$ cat src/iff_pkg.sv
package iff_pkg;

   localparam int MaxWidthDefault = 48;

   // Conversion kinds
   localparam logic [2:0] FUNC_SDEC = 3'd0;
   localparam logic [2:0] FUNC_UDEC = 3'd1;
   localparam logic [2:0] FUNC_OCT  = 3'd2;
   localparam logic [2:0] FUNC_HEXL = 3'd3;
   localparam logic [2:0] FUNC_HEXU = 3'd4;
   localparam logic [2:0] FUNC_PTR  = 3'd5;
   localparam logic [2:0] FUNC_CHR  = 3'd6;
   localparam logic [2:0] FUNC_PCT  = 3'd7;

   // Flag bit positions
   localparam int FlagAlt   = 0;
   localparam int FlagZero  = 1;
   localparam int FlagLeft  = 2;
   localparam int FlagBlank = 3;
   localparam int FlagPlus  = 4;

   localparam logic [7:0] ChrZero  = 8'h30;
   localparam logic [7:0] ChrSpace = 8'h20;
   localparam logic [7:0] ChrMinus = 8'h2d;
   localparam logic [7:0] ChrPlus  = 8'h2b;
   localparam logic [7:0] ChrPct   = 8'h25;

   // Output sections, in emission order
   typedef enum logic [2:0] {
      SEC_PRE_A,
      SEC_LPAD,
      SEC_PRE_B,
      SEC_PREC,
      SEC_BODY,
      SEC_RPAD
   } sec_type;

   typedef enum logic [2:0] {
      ST_IDLE,
      ST_CONV,
      ST_PLAN,
      ST_EMIT
   } state_type;

   typedef struct packed {
      logic load;     // capture request, start setup
      logic conv;     // one extraction step: a digit, or one decimal limb
      logic plan;     // compute section lengths
      logic emit;     // advance to the next character
   } cmd_type;

   typedef struct packed {
      logic conv_done;
      logic emit_last;
   } sts_type;

   function automatic logic [7:0] digit_char(input logic [3:0] d, input logic upper);
      logic [7:0] c;
      if (d < 4'd10) c = ChrZero + {4'd0, d};
      else if (upper) c = 8'h37 + {4'd0, d};
      else c = 8'h57 + {4'd0, d};
      return c;
   endfunction

endpackage

$ cat src/iff_ctrl.sv
module iff_ctrl
   import iff_pkg::*;
(
   input  logic    clock,
   input  logic    reset,
   input  logic    req_tvalid,
   output logic    req_tready,
   output logic    rsp_tvalid,
   input  logic    rsp_tready,
   input  sts_type sts,
   output cmd_type cmd
);

   state_type state_ff, state_in;

   // Next state
   always_comb begin
      state_in = state_ff;
      unique case (state_ff)
         ST_IDLE: if (req_tvalid) state_in = ST_CONV;
         ST_CONV: if (sts.conv_done) state_in = ST_PLAN;
         ST_PLAN: state_in = ST_EMIT;
         ST_EMIT: if (rsp_tready && sts.emit_last) state_in = ST_IDLE;
         default: state_in = ST_IDLE;
      endcase
   end

   // Outputs
   always_comb begin
      req_tready = 1'b0;
      rsp_tvalid = 1'b0;
      cmd        = '0;
      unique case (state_ff)
         ST_IDLE: begin
            req_tready = !reset;
            cmd.load   = req_tvalid && !reset;
         end
         ST_CONV: cmd.conv = 1'b1;
         ST_PLAN: cmd.plan = 1'b1;
         ST_EMIT: begin
            rsp_tvalid = 1'b1;
            cmd.emit   = rsp_tready;
         end
         default: ;
      endcase
   end

   always_ff @(posedge clock) begin
      if (reset) state_ff <= ST_IDLE;
      else state_ff <= state_in;
   end

endmodule

$ cat config.mk
export PLATFORM = sky130hd
export DESIGN_NAME = iff_ctrl
export DESIGN_NICKNAME = d
export VERILOG_FILES = /design/src/iff_pkg.sv /design/src/iff_ctrl.sv
export SDC_FILE = /design/constraint.sdc
export NUM_CORES = 1
export LEC_CHECK = 0
export BUFFER_PORTS_ARGS = -buffer_cell sky130_fd_sc_hd__buf_2
export CAP_MARGIN = 20
export CORE_AREA = 2 2 39 41
export CTS_BUF_LIST = sky130_fd_sc_hd__clkbuf_8
export DETAILED_ROUTE_END_ITERATION = 8
export DIE_AREA = 0 0 41 43
export PLACE_DENSITY = 0.43
export SLEW_MARGIN = 20
export SYNTH_ARGS = -nofsm -noshare
export SYNTH_HDL_FRONTEND = slang
export SYNTH_SLANG_ARGS = --single-unit
export TNS_END_PERCENT = 10
$ cat constraint.sdc
create_clock -name clock -period 1.8 [get_ports clock]
set_input_delay 0.36 -clock clock [delete_from_list [all_inputs] [get_ports clock]]
set_output_delay 0.36 -clock clock [all_outputs]
set_load 0.01 [all_outputs]
### After elaboration in Yosys (flattened, before gate mapping)

Cells that the tools add are included.

* output and inout port bits: 6
* logic and storage cells: 22
* bits of input ports: 6
* register bits: 3

* equality and inequality tests: 6
* reductions and logical operators: 5
* mux-type cells: 10

Operators by type and width (count)
* 3-bit one-hot mux with 4 select lines: 1
* 3-bit 2-to-1 mux: 3
* 3-bit by 2-bit == test with 1-bit output (second input constant): 2
* 1-bit 2-to-1 mux: 6
* 2-bit != test (second input constant): 3
* 3-bit by 1-bit == test with 1-bit output (second input constant): 1
* 3-bit logical NOT: 1
* 3-bit AND reduction: 1
* 1-bit logical AND: 2
* 1-bit logical NOT: 1

### Depth between registers and ports, before layout

Gate-level depths: netlist of the first run.

* depth in word-level cells: 3
* gate-level depth with buffers: 5

### Worst setup path after synthesis of the first run

Ideal clock, no wire load.

* path type: reg-to-output
* start point: reg state_ff[0]
* end point: out cmd[3] (netlist bit)
* setup slack: 409 ps
* arrival: 1031 ps
* cell stages (with the launch flop): 5
* data required time: 1440 ps
* path buffers: 0
* cell sequence: dfxtp_1 -> inv_1 -> ha_1 -> nor2b_1 -> and2_2

RTL lines
* start: declaration: RTL line iff_ctrl.sv:14 `state_type state_ff, state_in;`
* start signal: assignment: RTL line iff_ctrl.sv:50 `else state_ff <= state_in;`
* end: declaration: RTL line iff_ctrl.sv:11 `output cmd_type cmd`

==> results.py, run 1 <==
metrics = {
    "layout": {
        "regMostFlops": "state_ff",
        "top_regs": "state_ff x2",
        "num_antenna_cells": 0,
        "seq_area_sq_um": 41.3,
        "fillers": 149,
        "area_growth_pct": 64.0,
        "final_common_cell": "buf_2",
        "largest_reg_flops": 2,
        "final_cell_mix": "buf_2 (11), inv_1 (3), ha_1 (3), clkbuf_8 (3)",
        "post-route-util_pct": 22.2,
        "instances_no_fill": 51,
        "stdcell_area_sq_um": 308,
        "multi_input_area_sq_um": 139,
        "fin_nets": 47,
        "drive_above_1_share_pct": 48.6,
    },
    "sta": {
        "min_period_ps": 1640,
        "skew_ps": 0.932,
        "final.setup.tns_ps": 0,
        "timing.final.ws_setup_ps": 157,
        "holdWs_ps": 417,
        "setup_violations": 0,
        "slew_headroom_pct": 71.1,
        "max_freq_ghz": 0.609,
        "hold_violations": 0,
        "rsz0062_at_grt": "no",
        "worst_slew_pin_slew_ps": 434,
        "min_period_over_period_pct": 91.3,
        "final_max_slew_viol_count": 0,
    },
    "route": {
        "drtAntennaViolNets": 0,
        "viasPerCell": 3.86,
        "avgRoutedWirePerCell_microns": 8.71,
        "dr.first_iter.drc_count": 6,
        "wl_microns": 444,
        "first_pass_iters": 4,
        "drc_errors": 0,
        "vias": 197,
    },
    "die": {
        "coreArea_sq_um": 1380,
        "die-area_sq_um": 1760,
        "num_rows": 14,
        "die_w_microns": 41,
        "die_h_microns": 43,
        "ios": 12,
        "start_util_pct": 13.6,
    },
    "placement": {
        "dp_slack_ps": 316,
        "port_buffers": 11,
        "gp_congestion": 0.675,
        "place_inst": 48,
        "place_area_sq_um": 263,
    },
    "grt": {
        "antenna_found_initial": 0,
        "grt_pass1_wl_microns": 690,
        "track_usage_pct": 5.91,
        "grt.busiest_layer": "met2",
        "grt_max_degree": 6,
        "first_global_vias": 192,
        "grt_use_met2_pct": 8.13,
        "gr-usage-met3_pct": 3.66,
        "grt_overflow_total": 0,
        "grt_use_met1_pct": 6.37,
    },
    "run_status": {
        "status": "complete, no violations",
    },
    "worst_setup_path": {
        "critical_path_class": "flip-flop to output pin",
        "cp.required_ps": 1440,
        "r2r-start": "state_ff[1]",
        "end_kind": "output pin",
        "cp_max_fo": 3,
        "critPathArrivalTime_ps": 1280,
        "crit_start": "state_ff[0]",
        "r2r_slack_ps": 370,
        "path_cells": "inv_1 > ha_2 > nor2b_1 > and2_2 > buf_2",
        "max_stage_delay_ps": 340,
        "cp_slowest_cell": "dfxtp_1",
        "startpoint_type": "flip-flop",
    },
    "synth": {
        "yosysSeqAreaShare_pct": 21.3,
        "syn_avg_cell_area_sq_um": 8.94,
        "ys_types": 12,
        "netlist_instances": 21,
        "yosys_register_bits": 2,
        "yosys_warnings": 0,
        "synth_area_sq_um": 188,
        "syn-num-nets": 31,
    },
    "power_and_ir_drop": {
        "p_per_area_nw_per_um2": 1590,
        "p_leak_nw": 0.164,
        "power_uw": 490,
        "max-vdd-ir-drop_mv": 0.473,
    },
    "cts": {
        "hold_buffers": 0,
        "clock-root-buffer": "clkbuf_8",
        "cts_tree": "yes",
        "clockBufferDepth": 2,
        "cts_made_buffers": 3,
        "cts_resized": 0,
        "clkSinkCount": 2,
        "clk_pin_slew_ps": 30,
        "cts.htree.levels": 1,
        "clkLatencyLatePin_ps": 210,
        "cts_setup_buffers": 0,
    },
    "min_path": {
        "min_from": "reset",
        "hold_class": "input pin to flip-flop",
    },
    "flow_run": {
        "cap_violations": 0,
    },
}
-- kinds of logic (layout without fill, tap and decap cells) --
kind of cell,Yosys count,after routing,share of synthesized area (%)
compound gates,2,2,8.67
fa+ha+maj,4,4,26.7
buf+inv,3,17,6.00
flops,2,2,21.3
mux,2,2,10.7
simple gates,8,8,26.7
-- area by class of cell --
cell class	count	area share, %
inverter	3	3.66
sequential	2	13.4
tap	16	6.50
clock buffer	3	13.4
multi-input combinational	16	45.1
timing repair buffer	11	17.9
-- worst max-delay path: cells and delay by family (launching register included) --
| family | cells | cell delay (ps) |
|---|---|---|
| buf+inv | 2 | 210 |
| fa+ha+maj | 1 | 210 |
| flops | 1 | 340 |
| simple gates | 2 | 310 |
-- metal layers --
layer	wire (microns)	share of wire, %
met4	0	0
met5	0	0
met2	170	38
met3	74	17
met1	198	45
-- where the power goes --
part | internal [mW] | switching, mW
combinational | 0.113 | 0.117
sequential | 0.0687 | 0.0192
clock | 0.141 | 0.0309
total | 0.323 | 0.167
-- cell usage after synthesis --
| master | instances | area, sq um |
|---|---|---|
| nand2_1 | 1 | 3.75 |
| mux2i_1 | 2 | 20.0 |
| or4_1 | 1 | 7.51 |
| nand2b_1 | 2 | 12.5 |
| dfxtp_1 | 2 | 40.0 |
| and2_2 | 1 | 7.51 |
| and2_1 | 1 | 6.26 |
| o31ai_1 | 1 | 7.51 |
| inv_1 | 3 | 11.3 |
| a221oi_1 | 1 | 8.76 |
| ha_1 | 4 | 50.1 |
| nor2b_1 | 2 | 12.5 |
-- final timing paths --
path                  to  depth (start not counted)
max reg2reg  state_ff[1]                          5
min reg2reg  state_ff[1]                          2
max               cmd[3]                          5
min          state_ff[0]                          2
Power figures use the tool's default switching activity.
==> run 2: changes to the inputs <==
--- a/config.mk
+++ b/config.mk
@@ -11,7 +11,6 @@
 export CTS_BUF_LIST = sky130_fd_sc_hd__clkbuf_8
 export DETAILED_ROUTE_END_ITERATION = 8
 export DIE_AREA = 0 0 41 43
-export PLACE_DENSITY = 0.43
 export SLEW_MARGIN = 20
 export SYNTH_ARGS = -nofsm -noshare
 export SYNTH_HDL_FRONTEND = slang
==> run 2 against run 1 <==
Net effect: worst hold slack got worse by 4.0 ps; non-clock buffer count did not move; design area fell by 1.2%; register-to-register slack improved by 20 ps; critical path depth did not move; sequential cell count did not move; largest cell class unchanged; largest power group unchanged.
==> results.py, run 2 (synthesis gave the netlist of run 1 again) <==
metrics = {
    "run_status": {
        "status": "complete, no violations",
    },
    "cts": {
        "cts_setup_buffers": 0,
        "cts_tree": "yes",
        "cts.htree.levels": 1,
        "clock-root-buffer": "clkbuf_8",
        "cts_resized": 0,
        "hold_buffers": 0,
        "clkLatencyLatePin_ps": 210,
        "clk_pin_slew_ps": 30,
        "clkSinkCount": 2,
        "clockBufferDepth": 2,
        "cts_made_buffers": 3,
    },
    "route": {
        "wl_met3_microns": 58,
        "viasPerCell": 3.78,
        "avgRoutedWirePerCell_microns": 7.57,
        "drc_errors": 0,
        "dr.max_layer_used": "met3",
        "wl_microns": 386,
        "first_pass_iters": 4,
        "wl_met2_microns": 171,
        "dr.first_iter.drc_count": 5,
        "drtAntennaViolNets": 0,
        "wirelength_met1_microns": 157,
        "vias": 193,
    },
    "worst_setup_path": {
        "reg2regPathDepth": 5,
        "cp_max_fo": 3,
        "critical_path_class": "flip-flop to output pin",
        "r2r-start": "state_ff[1]",
        "path_delay_family": "flip-flops",
        "critPathBufInv": 2,
        "r2r_end": "state_ff[0]",
        "r2r_slack_ps": 390,
        "cp.required_ps": 1440,
        "path_cells": "inv_1 > ha_1 > nor2b_1 > and2_2 > buf_2",
        "critPathArrivalTime_ps": 1320,
        "cp_slowest_cell": "dfxtp_1",
        "end_kind": "output pin",
        "startpoint_type": "flip-flop",
        "max_stage_delay_ps": 340,
    },
    "layout": {
        "top_regs": "state_ff x2",
        "largest_reg_flops": 2,
        "regMostFlops": "state_ff",
        "final_common_cell": "buf_2",
        "final_cell_mix": "buf_2 (11), ha_1 (4), inv_1 (3), clkbuf_8 (3)",
        "drive_above_1_share_pct": 42.9,
        "fin_nets": 47,
        "instances_no_fill": 51,
        "area_growth_pct": 62.0,
        "stdcell_area_sq_um": 304,
        "num_antenna_cells": 0,
    },
    "placement": {
        "place_area_sq_um": 263,
        "place_inst": 48,
        "gp_congestion": 0.549,
        "port_buffers": 11,
        "dp_slack_ps": 335,
    },
    "die": {
        "num_rows": 14,
        "die-area_sq_um": 1760,
        "die_w_microns": 41,
        "start_util_pct": 13.6,
        "coreArea_sq_um": 1380,
        "ios": 12,
        "die_h_microns": 43,
    },
    "min_path": {
        "min_from": "reset",
        "hold_path_depth": 2,
        "min_to": "state_ff[0]",
        "hold_class": "input pin to flip-flop",
    },
    "power_and_ir_drop": {
        "max-vdd-ir-drop_mv": 0.547,
        "p_per_area_nw_per_um2": 1560,
        "p_leak_nw": 0.164,
    },
    "sta": {
        "slew_headroom_pct": 74.1,
        "rsz0062_at_grt": "no",
        "min_period_over_period_pct": 93.2,
        "setup_violations": 0,
        "max_freq_ghz": 0.596,
        "skew_ps": 1.24,
        "timing.final.ws_setup_ps": 123,
        "min_period_ps": 1680,
        "hold_violations": 0,
        "final.setup.tns_ps": 0,
        "final_max_slew_viol_count": 0,
        "worst_slew_pin_slew_ps": 389,
    },
    "grt": {
        "grt_max_degree": 6,
        "antenna_found_initial": 0,
        "grt_pass1_wl_microns": 586,
        "grt_overflow_total": 0,
        "track_usage_pct": 5.91,
        "first_global_vias": 159,
    },
    "flow_run": {
        "cap_violations": 0,
    },
}
run 2: cell count changes in the layout (fill, tap and decap cells not counted):
cell     previous run  this run
ha_2                1         0
dfxtp_2             1         0
dfxtp_1             1         2
ha_1                3         4
run 2: how the worst max path moves through the flow:
stage / start / to / cells after the start
3_5_place_dp: state_ff[1] / cmd[3] / 5
6_report: state_ff[0] / cmd[3] / 5
4_1_cts: state_ff[0] / cmd[3] / 5
3_3_place_gp: state_ff[1] / cmd[3] / 5
5_1_grt: state_ff[0] / cmd[3] / 5
2_1_floorplan: state_ff[0] / cmd[3] / 4
run 2: layer usage:
| metal | vias to the layer above | global-route usage [%] |
|---|---|---|
| met2 | 11 | 6.25 |
| met4 | 0 | 8.00 |
| met5 | - | 0 |
| met3 | 0 | 4.71 |
| met1 | 82 | 5.73 |
| li1 | 100 | - |
run 2: metrics by stage:
| step | power, mW | utilization (%) | hold slack, ps |
|---|---|---|---|
| after global placement | 0.303 | 19.0 | 511 |
| after detailed placement | 0.307 | 19.0 | 516 |
| after CTS | 0.489 | 22.0 | 405 |
| after global routing | 0.531 | 22.0 | 434 |
| after floorplan | 0.244 | - | 463 |
| final | 0.475 | 22.0 | 413 |
run 2: layout make-up:
cell class / instances / area, sq um
fillers: 158 / 1080
multi-input cells: 16 / 136
inverters: 3 / 11.3
flip-flops and latches: 2 / 40.0
well taps: 16 / 20.0
clock buffers: 3 / 41.3
repair buffers: 11 / 55.1
run 2: power breakdown:
group	internal, mW	switching, mW
Combinational	0.108	0.109
Sequential	0.0662	0.0192
Clock	0.141	0.0318
Total	0.315	0.160
run 2: worst register-to-register path, stage by stage, from the launching register on:
cell     delay, ps
dfxtp_1        370
inv_1           80
ha_1           180
nor2b_1        140
or4_1          470
o31ai_1         90
